### src/design/wsd_pkg.sv
// ----------------------------------------------------------------------------
// WebSocket deframer package
// Shared types and constants for the frame parser, the queue and the
// result stage.
// ----------------------------------------------------------------------------
`default_nettype none

package wsd_pkg;

  localparam int unsigned LenW = 17;
  localparam int unsigned QueueDepth = 2;
  localparam int unsigned QueuePtrW = $clog2(QueueDepth);
  localparam int unsigned QueueCntW = $clog2(QueueDepth + 1);

  localparam logic [LenW-1:0] MaxPayloadRst = 17'h10000;
  localparam logic [3:0] OpClose = 4'h8;
  localparam logic [6:0] Len7Ext16 = 7'd126;
  localparam logic [6:0] Len7Ext64 = 7'd127;

  typedef enum logic [2:0] {
    PhHdr0,
    PhHdr1,
    PhExt16,
    PhExt64,
    PhMask,
    PhData
  } phase_e;

  typedef enum logic [1:0] {
    StData,
    StEmpty,
    StClose,
    StLong
  } status_e;

  typedef struct packed {
    status_e     status;
    logic [7:0]  data;
    logic [7:0]  key;
    logic        last;
    logic [3:0]  opcode;
  } cmd_t;

endpackage

`default_nettype wire

### src/design/wsd_if.sv
// ----------------------------------------------------------------------------
// WebSocket deframer channels
// Valid/ready channels for the raw byte stream and for the result items.
// ----------------------------------------------------------------------------
`default_nettype none

interface wsd_in_if;
  logic       valid;
  logic       ready;
  logic [7:0] in_byte;

  modport source (output valid, output in_byte, input ready);
  modport sink (input valid, input in_byte, output ready);
endinterface

interface wsd_out_if;
  logic       valid;
  logic       ready;
  logic [1:0] status;
  logic [7:0] payload_byte;
  logic       frame_last;
  logic [3:0] frame_opcode;

  modport source (output valid, output status, output payload_byte,
                  output frame_last, output frame_opcode, input ready);
  modport sink (input valid, input status, input payload_byte,
                input frame_last, input frame_opcode, output ready);
endinterface

`default_nettype wire

### src/design/wsd_parser.sv
// ----------------------------------------------------------------------------
// WebSocket frame parser
// Front part: takes one byte per cycle while the queue is not full, walks the
// frame header, classifies every byte and pushes at most one command per byte.
// ----------------------------------------------------------------------------
`default_nettype none

module wsd_parser import wsd_pkg::*; (
  input  wire logic            clk_i,
  input  wire logic            rst_ni,
  input  wire logic            cfg_we_i,
  input  wire logic [LenW-1:0] cfg_wdata_i,
  input  wire logic            in_valid_i,
  input  wire logic [7:0]      in_byte_i,
  output logic                 in_ready_o,
  input  wire logic            q_full_i,
  output logic                 push_o,
  output cmd_t                 cmd_o
);

  phase_e            phase_q, phase_d;
  logic [3:0]        opcode_q, opcode_d;
  logic              mask_q, mask_d;
  logic [LenW-1:0]   len_q, len_d;
  logic              over_q, over_d;
  logic [2:0]        hdr_cnt_q, hdr_cnt_d;
  logic [31:0]       key_q, key_d;
  logic [LenW-1:0]   pay_cnt_q, pay_cnt_d;
  logic              halted_q, halted_d;
  logic [LenW-1:0]   max_q;

  logic              acc;
  logic              is_ext16, is_ext64;
  logic [LenW-1:0]   len_shift;
  logic              over_shift;
  logic              ext_last;
  logic [LenW-1:0]   len_chk;
  logic              over_chk;
  logic              too_long;
  logic [LenW-1:0]   start_len;
  logic              zero_len;
  logic [LenW-1:0]   pay_cnt_inc;
  logic              data_last;
  logic [7:0]        key_byte;

  assign in_ready_o = !q_full_i;
  assign acc = in_valid_i && in_ready_o;

  assign is_ext16 = in_byte_i[6:0] == Len7Ext16;
  assign is_ext64 = in_byte_i[6:0] == Len7Ext64;
  assign len_shift = {len_q[LenW-9:0], in_byte_i};
  assign over_shift = over_q || (|len_q[LenW-1:LenW-8]);
  assign ext_last = ((phase_q == PhExt16) && (hdr_cnt_q == 3'd1)) ||
                    ((phase_q == PhExt64) && (hdr_cnt_q == 3'd7));
  assign len_chk = (phase_q == PhHdr1) ? {{(LenW-7){1'b0}}, in_byte_i[6:0]} : len_shift;
  assign over_chk = (phase_q == PhHdr1) ? 1'b0 : over_shift;
  assign too_long = over_chk || (len_chk > max_q);
  assign start_len = (phase_q == PhMask) ? len_q : len_chk;
  assign zero_len = start_len == '0;
  assign pay_cnt_inc = pay_cnt_q + 1'b1;
  assign data_last = pay_cnt_inc >= len_q;
  assign key_byte = mask_q ? key_q[8*(3 - pay_cnt_q[1:0]) +: 8] : 8'h00;

  always_comb begin
    phase_d   = phase_q;
    opcode_d  = opcode_q;
    mask_d    = mask_q;
    len_d     = len_q;
    over_d    = over_q;
    hdr_cnt_d = hdr_cnt_q;
    key_d     = key_q;
    pay_cnt_d = pay_cnt_q;
    halted_d  = halted_q;
    if (acc && !halted_q) begin
      unique case (phase_q)
        PhHdr0: begin
          opcode_d = in_byte_i[3:0];
          phase_d  = PhHdr1;
        end
        PhHdr1: begin
          if (opcode_q == OpClose) begin
            halted_d = 1'b1;
          end else begin
            mask_d    = in_byte_i[7];
            len_d     = '0;
            over_d    = 1'b0;
            hdr_cnt_d = '0;
            if (is_ext16) begin
              phase_d = PhExt16;
            end else if (is_ext64) begin
              phase_d = PhExt64;
            end else begin
              len_d = len_chk;
              if (too_long) begin
                halted_d = 1'b1;
              end else if (in_byte_i[7]) begin
                key_d   = '0;
                phase_d = PhMask;
              end else begin
                pay_cnt_d = '0;
                phase_d   = zero_len ? PhHdr0 : PhData;
              end
            end
          end
        end
        PhExt16, PhExt64: begin
          len_d     = len_shift;
          over_d    = over_shift;
          hdr_cnt_d = hdr_cnt_q + 3'd1;
          if (ext_last) begin
            hdr_cnt_d = '0;
            if (too_long) begin
              halted_d = 1'b1;
            end else if (mask_q) begin
              key_d   = '0;
              phase_d = PhMask;
            end else begin
              pay_cnt_d = '0;
              phase_d   = zero_len ? PhHdr0 : PhData;
            end
          end
        end
        PhMask: begin
          key_d     = {key_q[23:0], in_byte_i};
          hdr_cnt_d = hdr_cnt_q + 3'd1;
          if (hdr_cnt_q == 3'd3) begin
            hdr_cnt_d = '0;
            pay_cnt_d = '0;
            phase_d   = zero_len ? PhHdr0 : PhData;
          end
        end
        PhData: begin
          pay_cnt_d = pay_cnt_inc;
          if (data_last) begin
            pay_cnt_d = '0;
            phase_d   = PhHdr0;
          end
        end
        default: begin
          phase_d = PhHdr0;
        end
      endcase
    end
  end

  always_comb begin
    push_o        = 1'b0;
    cmd_o.status  = StData;
    cmd_o.data    = 8'h00;
    cmd_o.key     = 8'h00;
    cmd_o.last    = 1'b0;
    cmd_o.opcode  = opcode_q;
    if (acc && !halted_q) begin
      unique case (phase_q)
        PhHdr0: begin
          push_o = 1'b0;
        end
        PhHdr1: begin
          if (opcode_q == OpClose) begin
            push_o       = 1'b1;
            cmd_o.status = StClose;
          end else if (!is_ext16 && !is_ext64) begin
            if (too_long) begin
              push_o       = 1'b1;
              cmd_o.status = StLong;
            end else if (!in_byte_i[7] && zero_len) begin
              push_o       = 1'b1;
              cmd_o.status = StEmpty;
              cmd_o.last   = 1'b1;
            end
          end
        end
        PhExt16, PhExt64: begin
          if (ext_last) begin
            if (too_long) begin
              push_o       = 1'b1;
              cmd_o.status = StLong;
            end else if (!mask_q && zero_len) begin
              push_o       = 1'b1;
              cmd_o.status = StEmpty;
              cmd_o.last   = 1'b1;
            end
          end
        end
        PhMask: begin
          if ((hdr_cnt_q == 3'd3) && zero_len) begin
            push_o       = 1'b1;
            cmd_o.status = StEmpty;
            cmd_o.last   = 1'b1;
          end
        end
        PhData: begin
          push_o       = 1'b1;
          cmd_o.status = StData;
          cmd_o.data   = in_byte_i;
          cmd_o.key    = key_byte;
          cmd_o.last   = data_last;
        end
        default: begin
          push_o = 1'b0;
        end
      endcase
    end
  end

  always_ff @(posedge clk_i or negedge rst_ni) begin
    if (!rst_ni) begin
      phase_q   <= PhHdr0;
      opcode_q  <= '0;
      mask_q    <= 1'b0;
      len_q     <= '0;
      over_q    <= 1'b0;
      hdr_cnt_q <= '0;
      key_q     <= '0;
      pay_cnt_q <= '0;
      halted_q  <= 1'b0;
      max_q     <= MaxPayloadRst;
    end else begin
      phase_q   <= phase_d;
      opcode_q  <= opcode_d;
      mask_q    <= mask_d;
      len_q     <= len_d;
      over_q    <= over_d;
      hdr_cnt_q <= hdr_cnt_d;
      key_q     <= key_d;
      pay_cnt_q <= pay_cnt_d;
      halted_q  <= halted_d;
      if (cfg_we_i) begin
        max_q <= cfg_wdata_i;
      end
    end
  end

endmodule

`default_nettype wire

### src/design/wsd_queue.sv
// ----------------------------------------------------------------------------
// WebSocket deframer command queue
// Short first-in first-out buffer between the parser and the result stage.
// ----------------------------------------------------------------------------
`default_nettype none

module wsd_queue import wsd_pkg::*; (
  input  wire logic clk_i,
  input  wire logic rst_ni,
  input  wire logic push_i,
  input  cmd_t      cmd_i,
  output logic      full_o,
  output logic      valid_o,
  input  wire logic pop_i,
  output cmd_t      cmd_o
);

  cmd_t                 mem_q [QueueDepth];
  logic [QueuePtrW-1:0] wr_ptr_q, rd_ptr_q;
  logic [QueueCntW-1:0] cnt_q;

  assign full_o  = cnt_q == QueueCntW'(QueueDepth);
  assign valid_o = cnt_q != '0;
  assign cmd_o   = mem_q[rd_ptr_q];

  always_ff @(posedge clk_i) begin
    if (push_i) begin
      mem_q[wr_ptr_q] <= cmd_i;
    end
  end

  always_ff @(posedge clk_i or negedge rst_ni) begin
    if (!rst_ni) begin
      wr_ptr_q <= '0;
      rd_ptr_q <= '0;
      cnt_q    <= '0;
    end else begin
      if (push_i) begin
        wr_ptr_q <= (wr_ptr_q == QueuePtrW'(QueueDepth - 1)) ? '0 : wr_ptr_q + 1'b1;
      end
      if (pop_i) begin
        rd_ptr_q <= (rd_ptr_q == QueuePtrW'(QueueDepth - 1)) ? '0 : rd_ptr_q + 1'b1;
      end
      if (push_i && !pop_i) begin
        cnt_q <= cnt_q + 1'b1;
      end else if (pop_i && !push_i) begin
        cnt_q <= cnt_q - 1'b1;
      end
    end
  end

endmodule

`default_nettype wire

### src/design/wsd_emit.sv
// ----------------------------------------------------------------------------
// WebSocket deframer result stage
// Back part: takes commands from the queue, unmasks payload bytes and holds
// each result item in an output register until it is taken.
// ----------------------------------------------------------------------------
`default_nettype none

module wsd_emit import wsd_pkg::*; (
  input  wire logic  clk_i,
  input  wire logic  rst_ni,
  input  wire logic  q_valid_i,
  input  cmd_t       q_cmd_i,
  output logic       pop_o,
  wsd_out_if.source  res_o
);

  logic       valid_q;
  status_e    status_q;
  logic [7:0] byte_q;
  logic       last_q;
  logic [3:0] opcode_q;

  assign pop_o = q_valid_i && (!valid_q || res_o.ready);

  assign res_o.valid        = valid_q;
  assign res_o.status       = status_q;
  assign res_o.payload_byte = byte_q;
  assign res_o.frame_last   = last_q;
  assign res_o.frame_opcode = opcode_q;

  always_ff @(posedge clk_i or negedge rst_ni) begin
    if (!rst_ni) begin
      valid_q <= 1'b0;
    end else if (pop_o) begin
      valid_q <= 1'b1;
    end else if (res_o.ready) begin
      valid_q <= 1'b0;
    end
  end

  always_ff @(posedge clk_i) begin
    if (pop_o) begin
      status_q <= q_cmd_i.status;
      byte_q   <= (q_cmd_i.status == StData) ? (q_cmd_i.data ^ q_cmd_i.key) : 8'h00;
      last_q   <= q_cmd_i.last;
      opcode_q <= q_cmd_i.opcode;
    end
  end

endmodule

`default_nettype wire

### src/design/websocket_frame_deframer.sv
// ----------------------------------------------------------------------------
// WebSocket frame deframer
// Top level: parser, command queue and result stage.
// ----------------------------------------------------------------------------
// The block takes one received byte per clock cycle and returns the decoded
// payload bytes, unmasked, with the last byte of each frame marked; a frame
// without payload gives one empty-frame item, and a close frame or a frame
// longer than max_payload gives one error item, after which every byte is
// dropped until reset. A byte is accepted in every cycle in which the
// two-entry command queue has room, so a continuous stream runs at one byte
// per cycle while results are taken; a result item is written into the queue
// at the edge that accepts its byte and moves into the output register when
// the result stage pops it from the queue.
`default_nettype none

module websocket_frame_deframer import wsd_pkg::*; (
  input  wire logic            clk_i,
  input  wire logic            rst_ni,
  input  wire logic            cfg_we_i,
  input  wire logic [LenW-1:0] cfg_wdata_i,
  wsd_in_if.sink               byte_i,
  wsd_out_if.source            result_o
);

  logic push;
  cmd_t push_cmd;
  logic q_full;
  logic q_valid;
  logic pop;
  cmd_t q_cmd;

  wsd_parser u_parser (
    .clk_i       (clk_i),
    .rst_ni      (rst_ni),
    .cfg_we_i    (cfg_we_i),
    .cfg_wdata_i (cfg_wdata_i),
    .in_valid_i  (byte_i.valid),
    .in_byte_i   (byte_i.in_byte),
    .in_ready_o  (byte_i.ready),
    .q_full_i    (q_full),
    .push_o      (push),
    .cmd_o       (push_cmd)
  );

  wsd_queue u_queue (
    .clk_i   (clk_i),
    .rst_ni  (rst_ni),
    .push_i  (push),
    .cmd_i   (push_cmd),
    .full_o  (q_full),
    .valid_o (q_valid),
    .pop_i   (pop),
    .cmd_o   (q_cmd)
  );

  wsd_emit u_emit (
    .clk_i     (clk_i),
    .rst_ni    (rst_ni),
    .q_valid_i (q_valid),
    .q_cmd_i   (q_cmd),
    .pop_o     (pop),
    .res_o     (result_o)
  );

endmodule

`default_nettype wire

### src/flat_wrapper.sv
// flat-port wrapper written by rule: the top's interface ports become plain ports
module websocket_frame_deframer_flat import wsd_pkg::*;
  (clk_i, rst_ni, cfg_we_i, cfg_wdata_i, byte_i_valid, byte_i_in_byte, byte_i_ready, result_o_valid, result_o_status, result_o_payload_byte, result_o_frame_last, result_o_frame_opcode, result_o_ready);
  wsd_in_if byte_i_i ();
  wsd_out_if result_o_i ();
  input  wire logic clk_i;
  input  wire logic rst_ni;
  input  wire logic cfg_we_i;
  input  wire logic [LenW-1:0] cfg_wdata_i;
  input wire logic [$bits(byte_i_i.valid)-1:0] byte_i_valid;
  input wire logic [$bits(byte_i_i.in_byte)-1:0] byte_i_in_byte;
  output wire logic [$bits(byte_i_i.ready)-1:0] byte_i_ready;
  output wire logic [$bits(result_o_i.valid)-1:0] result_o_valid;
  output wire logic [$bits(result_o_i.status)-1:0] result_o_status;
  output wire logic [$bits(result_o_i.payload_byte)-1:0] result_o_payload_byte;
  output wire logic [$bits(result_o_i.frame_last)-1:0] result_o_frame_last;
  output wire logic [$bits(result_o_i.frame_opcode)-1:0] result_o_frame_opcode;
  input wire logic [$bits(result_o_i.ready)-1:0] result_o_ready;
  assign byte_i_i.valid = byte_i_valid;
  assign byte_i_i.in_byte = byte_i_in_byte;
  assign byte_i_ready = byte_i_i.ready;
  assign result_o_valid = result_o_i.valid;
  assign result_o_status = result_o_i.status;
  assign result_o_payload_byte = result_o_i.payload_byte;
  assign result_o_frame_last = result_o_i.frame_last;
  assign result_o_frame_opcode = result_o_i.frame_opcode;
  assign result_o_i.ready = result_o_ready;
  websocket_frame_deframer u_core (.clk_i(clk_i), .rst_ni(rst_ni), .cfg_we_i(cfg_we_i), .cfg_wdata_i(cfg_wdata_i), .byte_i(byte_i_i), .result_o(result_o_i));
endmodule
### config.mk
export PLATFORM = sky130hd
export DESIGN_NAME = websocket_frame_deframer_flat
export DESIGN_NICKNAME = d
export VERILOG_FILES = /design/src/design/wsd_pkg.sv /design/src/design/wsd_if.sv /design/src/design/wsd_parser.sv /design/src/design/wsd_queue.sv /design/src/design/wsd_emit.sv /design/src/design/websocket_frame_deframer.sv /design/src/flat_wrapper.sv
export SDC_FILE = /design/constraint.sdc
export NUM_CORES = 1
export LEC_CHECK = 0
export BUFFER_PORTS_ARGS = -buffer_cell sky130_fd_sc_hd__buf_2
export CAP_MARGIN = 20
export CORE_AREA = 2 2 157 159
export CTS_CLUSTER_SIZE = 40
export DETAILED_ROUTE_END_ITERATION = 10
export DIE_AREA = 0 0 159 161
export GPL_ROUTABILITY_DRIVEN = 0
export PLACE_DENSITY = 0.5
export SYNTH_ARGS = -nofsm -noshare
export SYNTH_HDL_FRONTEND = slang
export SYNTH_SLANG_ARGS = --single-unit
export TNS_END_PERCENT = 10
### constraint.sdc
create_clock -name clk_i -period 14.5 [get_ports clk_i]
set_input_delay 0 -clock clk_i [delete_from_list [all_inputs] [get_ports clk_i]]
set_output_delay 0 -clock clk_i [all_outputs]
set_load 0.05 [all_outputs]
Yosys cells after proc, flatten, opt, wreduce, memory -nomap -nowiden
Memory sizes are Yosys's and may differ from the RTL's. Cells that the tools add are included.

Register bits after elaboration: 116. Bits in writable memories: 46. Input port bits: 30. Output and inout bits: 17. Word-level logic and storage cells: 188. Memories kept: 1.

$add $sub $neg: 7. Order comparisons: 2. Equal/unequal tests: 27. Shift operators: 1. Muxes and demuxes: 87. Bitwise gates (word level): 2. Reduce and logical (&&, ||, !) cells: 43.

Memory list: u_core.u_queue.mem_q (words 2, bits a word 23, read ports 1, clocked after Yosys merged registers in 0, wr ports 1, line wsd_queue.sv:18) `cmd_t mem_q [QueueDepth];`.

Operators with widths (number): 32-bit 2-to-1 mux (8); 17-bit 2-to-1 mux (15); 32-bit one-hot mux with 3 select lines (1); 17-bit one-hot mux with 4 select lines (1); 3-bit 2-to-1 mux (14); 17-bit one-hot mux with 2 select lines (1); 32-bit by 33-bit variable part select with 8-bit output (1); 1-bit 2-to-1 mux (30); 2-bit inequality test (second input constant) (11); 19-bit 2-to-1 mux (1); 17-bit by 1-bit adder with 17-bit output (second input constant) (1); 17-bit >= comparator (1); 17-bit greater-than comparator (1); 17-bit logical NOT (1); 16-bit 2-to-1 mux (1); 3-bit one-hot mux with 5 select lines (1); 7-bit equality test (second input constant) (2); 2-bit 2-to-1 mux (7); 1-bit logical AND (11); 11-bit AND reduction (1); 10-bit AND reduction (1); 3-bit by 2-bit equality test with 1-bit output (second input constant) (3); 3-bit equality test (second input constant) (3); 1-bit logical NOT (9); other kinds (30) (43).

Longest topological paths before layout
Depth in word-level cells: 15. Mapped depth: 19. Depth with buffers taken out: 18.

Modules after synthesis
From an unflattened synthesis, not the netlist that was laid out.

Cells, all modules: 794. Area, all modules: 8401.8 µm².

Modules (own cells, without submodules): wsd_parser (instances 1, cells an instance 669, area each 5818.1 µm², sequential area each 2403.6 µm²); wsd_queue (instances 1, cells an instance 88, area each 1951.9 µm², sequential area each 1481.4 µm²); wsd_emit (instances 1, cells an instance 37, area each 631.9 µm², sequential area each 475.5 µm²).

Least setup slack after synthesis
Ideal clock, no wire load.

Path kind: register to register. Start: register u_core.u_parser.phase_q[1]. End: memory u_core.u_queue.mem_q[0][0] in the netlist's numbering, enable pin. Library setup time: 405 ps. Data arrival time: 4305 ps. Setup slack: 9789 ps. Stages on the path, launching flop included: 15. Period minus slack after synthesis: 4711 ps. Cells stage by stage: dfrtp_1 -> buf_2 -> nor3b_2 -> clkbuf_1 -> nor2_1 -> ha_1 -> nand4_1 -> nor4_1 -> or2_2 -> nor4bb_1 -> or2_1 -> clkbuf_1 -> o21ai_0 -> a41oi_1 -> nor2b_1.

Word-level cells in the longest chain between the ends: 13.

RTL lines: start, declared (line wsd_parser.sv:21) `phase_e phase_q, phase_d;`; start signal, assigned (line wsd_parser.sv:208) `phase_q <= PhHdr0;`; start signal, assigned (line wsd_parser.sv:219) `phase_q <= phase_d;`; branches (longest 9 deep; another with 17-bit greater-than comparator); 1-bit one-hot mux with 4 select lines * (line wsd_parser.sv:154) `unique case (phase_q)`; 1-bit 2-to-1 mux * (line wsd_parser.sv:153) `if (acc && !halted_q) begin`; net u_core.push (line websocket_frame_deframer.sv:25) `logic push;`; 1-bit 2-to-1 mux * (line wsd_queue.sv:27) `if (push_i) begin`; 1-bit 2-to-1 mux (implied by the code) * (line wsd_queue.sv:28) `mem_q[wr_ptr_q] <= cmd_i;`; end, declared (line wsd_queue.sv:18).

Mark *: on every way through the listed nets, which the timed path passes.

Worst setup path in the final report
Start: register u_core.u_parser.phase_q[2]. End: memory u_core.u_queue.mem_q[0][5] in the netlist's numbering, enable pin.

Same word-level chain as after synthesis.

==> run metrics <==
synth-to-layout area growth=18.0%; r2r setup slk=9760 ps; RSZ-0062 raised after global routing=false; diodes inserted=0; Gate Count Post-Synth=764; mapped cell area=roughly 0.0083 sq mm; CTS tree=built; Yosys reg bits=162; r2r worst-path depth=13; Final Max Tran Viols=0; Finished Core Util=40.8%; Worst slew margin=approximately two fifths; Seq/Total Area, Yosys=approximately 53%; # DRC=0; hold path cells=3; via count=about 5800; Leak=4.32 nW; WL met2=8.62 mm; asr flop ratio synth=slightly above 60%; setup bufs post-CTS=0; Reg-to-Reg End=u_core.u_queue.mem_q[0][5]; Post-synth EDFFs=roughly 60; largest net degree at the start of global routing=54; most frequent cell after synthesis=dfrtp_1; CTS Root Cell=clkbuf_16; setup TNS=0 ps; post-synth top area cell=dfrtp_1; top cells by area, synth=dfrtp_1, edfxtp_1, ha_1, nand2_1, inv_1; Hold Path Sink=u_core.u_parser.max_q[16]; Max Cap Viol=0; fin crit period=approximately 4700 ps; Final WS setup=slightly below 10000 ps; Post-synth top flop=dfrtp_1; Ys Warns=0; met3 WL post-DR=around 680 um; first-pass GRT wire length=between 30 and 40 mm; Synth cell types=62; min-delay src=cfg_we_i; clk slew on worst S/H paths=roughly 70 ps; Resize count post-CTS=0; Mean Syn Cell Area=about 11 sq um; post-DR wirelength/cell=15.9 um; Hold WC Path Type=input pin to flop; Startpoint Class=flop; worst clock skew=11.3 ps; number of buffers created by CTS=17; worst path arrival time=between 4000 and 5000 ps; Overflow after GRT=0; Critical Path Fanout Max=16; fraction of layout cells with a size suffix above 1=14.3%; worst r2r src=u_core.u_parser.phase_q[2]; NumNets Final=902; antenna violations before repair=0; top cell type's share of synthesized area=30.2%; clock buffer depth=2; Met1 Routed Length=8.99 mm; top layer in use=met4; Post-synth top cells=dfrtp_1, nand2_1, edfxtp_1; post-detail-place hpwl=13.0 mm; Die ar.=0.0256 sq mm; clk sinks=~160; syn nets=between 800 and 900; # setup viols final=0; Routed Antenna Nets=0; CP cell instances=nor3b_2 > buf_4 > nor2_1 > ha_1 > nand4_1 > nor4_1 > or2_2 > nor4bb_1 > or2_1 > o21ai_0 > a41oi_1 > nor2b_2 > buf_16; Die Wd=~160 um; CP Capture Type=flop; Initial Util=34.6%; FP Rows=57; slowest stage delay, CP=600 ps; period utilization=between 30% and 40%; post-DR vias/cell=4.96; fmax=0.211 GHz; Tot GR Track Use=between 15 and 20%; worst slew pin tran=around 910 ps; Pre-antenna DRT Iters=5; Worst Path Required=between 10000 and 15000 ps; overall power=1.67 mW; final wirelength=around 19 mm; status=finished clean; CP max stage cell=nor2b_2; Place WS=roughly 9600 ps; final hold vios=0; core area=between 0.02 and 0.025 sq mm; # IOs=47; Die Ht=between 150 and 200 um; Peak VDD IR=0.0904 mV; number of global-route vias before repair=just under 6000; PortBufs=46; later-pin clock latency in the skew report=430 ps; Hold WS=15.1 ps; kind of critical path=flop to flop; Pwr Density=approximately 170 mW/mm^2; initial DRC count=317; H-tree depth=4
[worst max path at each step]
stage,start,end,slack (ps),cells after the start
after floorplan,u_core.u_parser.phase_q[1],u_core.u_queue.mem_q[0][0],9790,14
after CTS,u_core.u_parser.phase_q[2],u_core.u_queue.mem_q[1][14],9550,12
after detailed placement,u_core.u_parser.phase_q[2],u_core.u_queue.mem_q[1][15],9580,12
after global routing,u_core.u_parser.pay_cnt_q[1],u_core.u_parser.pay_cnt_q[5],9260,18
final,u_core.u_parser.phase_q[2],u_core.u_queue.mem_q[0][5],9760,13
after global placement,u_core.u_parser.phase_q[2],u_core.u_queue.mem_q[0][15],9460,11
[through the flow]
step | instances | area [sq um]
floorplan | 764 | 8290
global placement | 1108 | 8830
detailed placement | 1110 | 8860
CTS | 1169 | 9750
global route | 1170 | 9780
finish | 1170 | 9780
[registers in the layout, summed over array words and instances (netlist names)]
signal / count
u_core.u_parser.over_q: 1
u_core.u_emit.res_o.status: 2
u_core.u_queue.rd_ptr_q: 1
u_core.u_parser.phase_q: 3
u_core.u_parser.max_q: 17
u_core.u_parser.key_q: 32
u_core.u_queue.cnt_q: 2
u_core.u_parser.opcode_q: 4
u_core.u_emit.res_o.payload_byte: 8
u_core.u_emit.res_o.valid: 1
u_core.u_parser.hdr_cnt_q: 3
u_core.u_parser.pay_cnt_q: 17
u_core.u_emit.res_o.frame_last: 1
u_core.u_parser.len_q: 17
u_core.u_emit.res_o.frame_opcode: 4
u_core.u_queue.wr_ptr_q: 1
u_core.u_queue.mem_q: 46
u_core.u_parser.halted_q: 1
u_core.u_parser.mask_q: 1
[power by group]
group | internal, mW | total, mW | switching, mW
clock | 0.251 | 0.467 | 0.216
combinational | 0.196 | 0.521 | 0.326
sequential | 0.587 | 0.679 | 0.0926
total | 1.03 | 1.67 | 0.634
[layout make-up]
| type | instances | area [sq um] |
|---|---|---|
| clock buffers | 17 | 425 |
| clock inverters | 15 | 195 |
| fillers | 2379 | 14200 |
| inverters | 59 | 221 |
| multi-input cells | 513 | 3580 |
| flip-flops and latches | 162 | 4360 |
| well taps | 324 | 405 |
| repair buffers | 80 | 596 |
[logic make-up (layout without fill, tap and decap cells)]
logic type                 Yosys count  in the layout  share of synthesized area, %
AOI/OAI and AO/OA                  121            121                          9.78
xor gates and xnor gates            35             35                          3.70
adders and majority gates           39             39                          5.89
buffers and inverters               89            171                          4.26
DFF                                162            162                          52.6
muxes                               57             57                          8.56
and+or+nand+nor                    261            261                          15.2
[critical path: cells and delay by family (launching register included)]
kind | cells | cell delay (ps)
AO/OA/AOI/OAI | 2 | 610
adder cells (fa/ha/maj) | 1 | 310
buffers and inverters | 2 | 480
flip-flops | 1 | 570
AND/OR/NAND/NOR | 8 | 2480
[per-layer routing]
metal | up-vias | global-route usage (%)
met3 | 20 | 2.54
met2 | 118 | 25.2
met4 | 0 | 5.50
met1 | 2814 | 20.8
met5 | - | 0
li1 | 2850 | -
[cell usage in the layout, fill, tap and decap left out, types with 3 or more instances in the layout]
master	synthesis	routed
a211oi_1	12	12
a21o_1	9	9
a21oi_1	16	16
a22o_1	10	10
a31oi_1	4	4
and2_1	10	10
and3_1	16	16
buf_2	3	45
buf_4	2	6
clkbuf_16	0	17
clkinv_8	0	3
dfrtp_1	100	100
dlygate4sd3_1	0	27
edfxtp_1	61	61
ha_1	39	39
inv_1	59	59
inv_8	0	8
mux2_1	14	14
mux2_2	17	17
mux2i_1	18	18
mux4_2	8	8
nand2_1	94	94
nand2b_1	13	13
nand3_1	9	9
nand4_1	11	11
nor2_1	56	56
nor2b_1	6	5
nor3_1	19	19
nor4_1	7	7
o21a_1	4	4
o21ai_0	41	41
o21bai_1	6	6
o221ai_1	3	3
or2_2	3	3
or3_1	3	3
xnor2_1	14	14
xor2_1	21	21
[what timing repair did]
item / in CTS / in global routing
hold buffers: 27 / 0
setup endpoints to repair: 0 / 0
endpoints found under the hold margin: 84 / 0
Note: power is estimated with default switching activity, not from simulation.
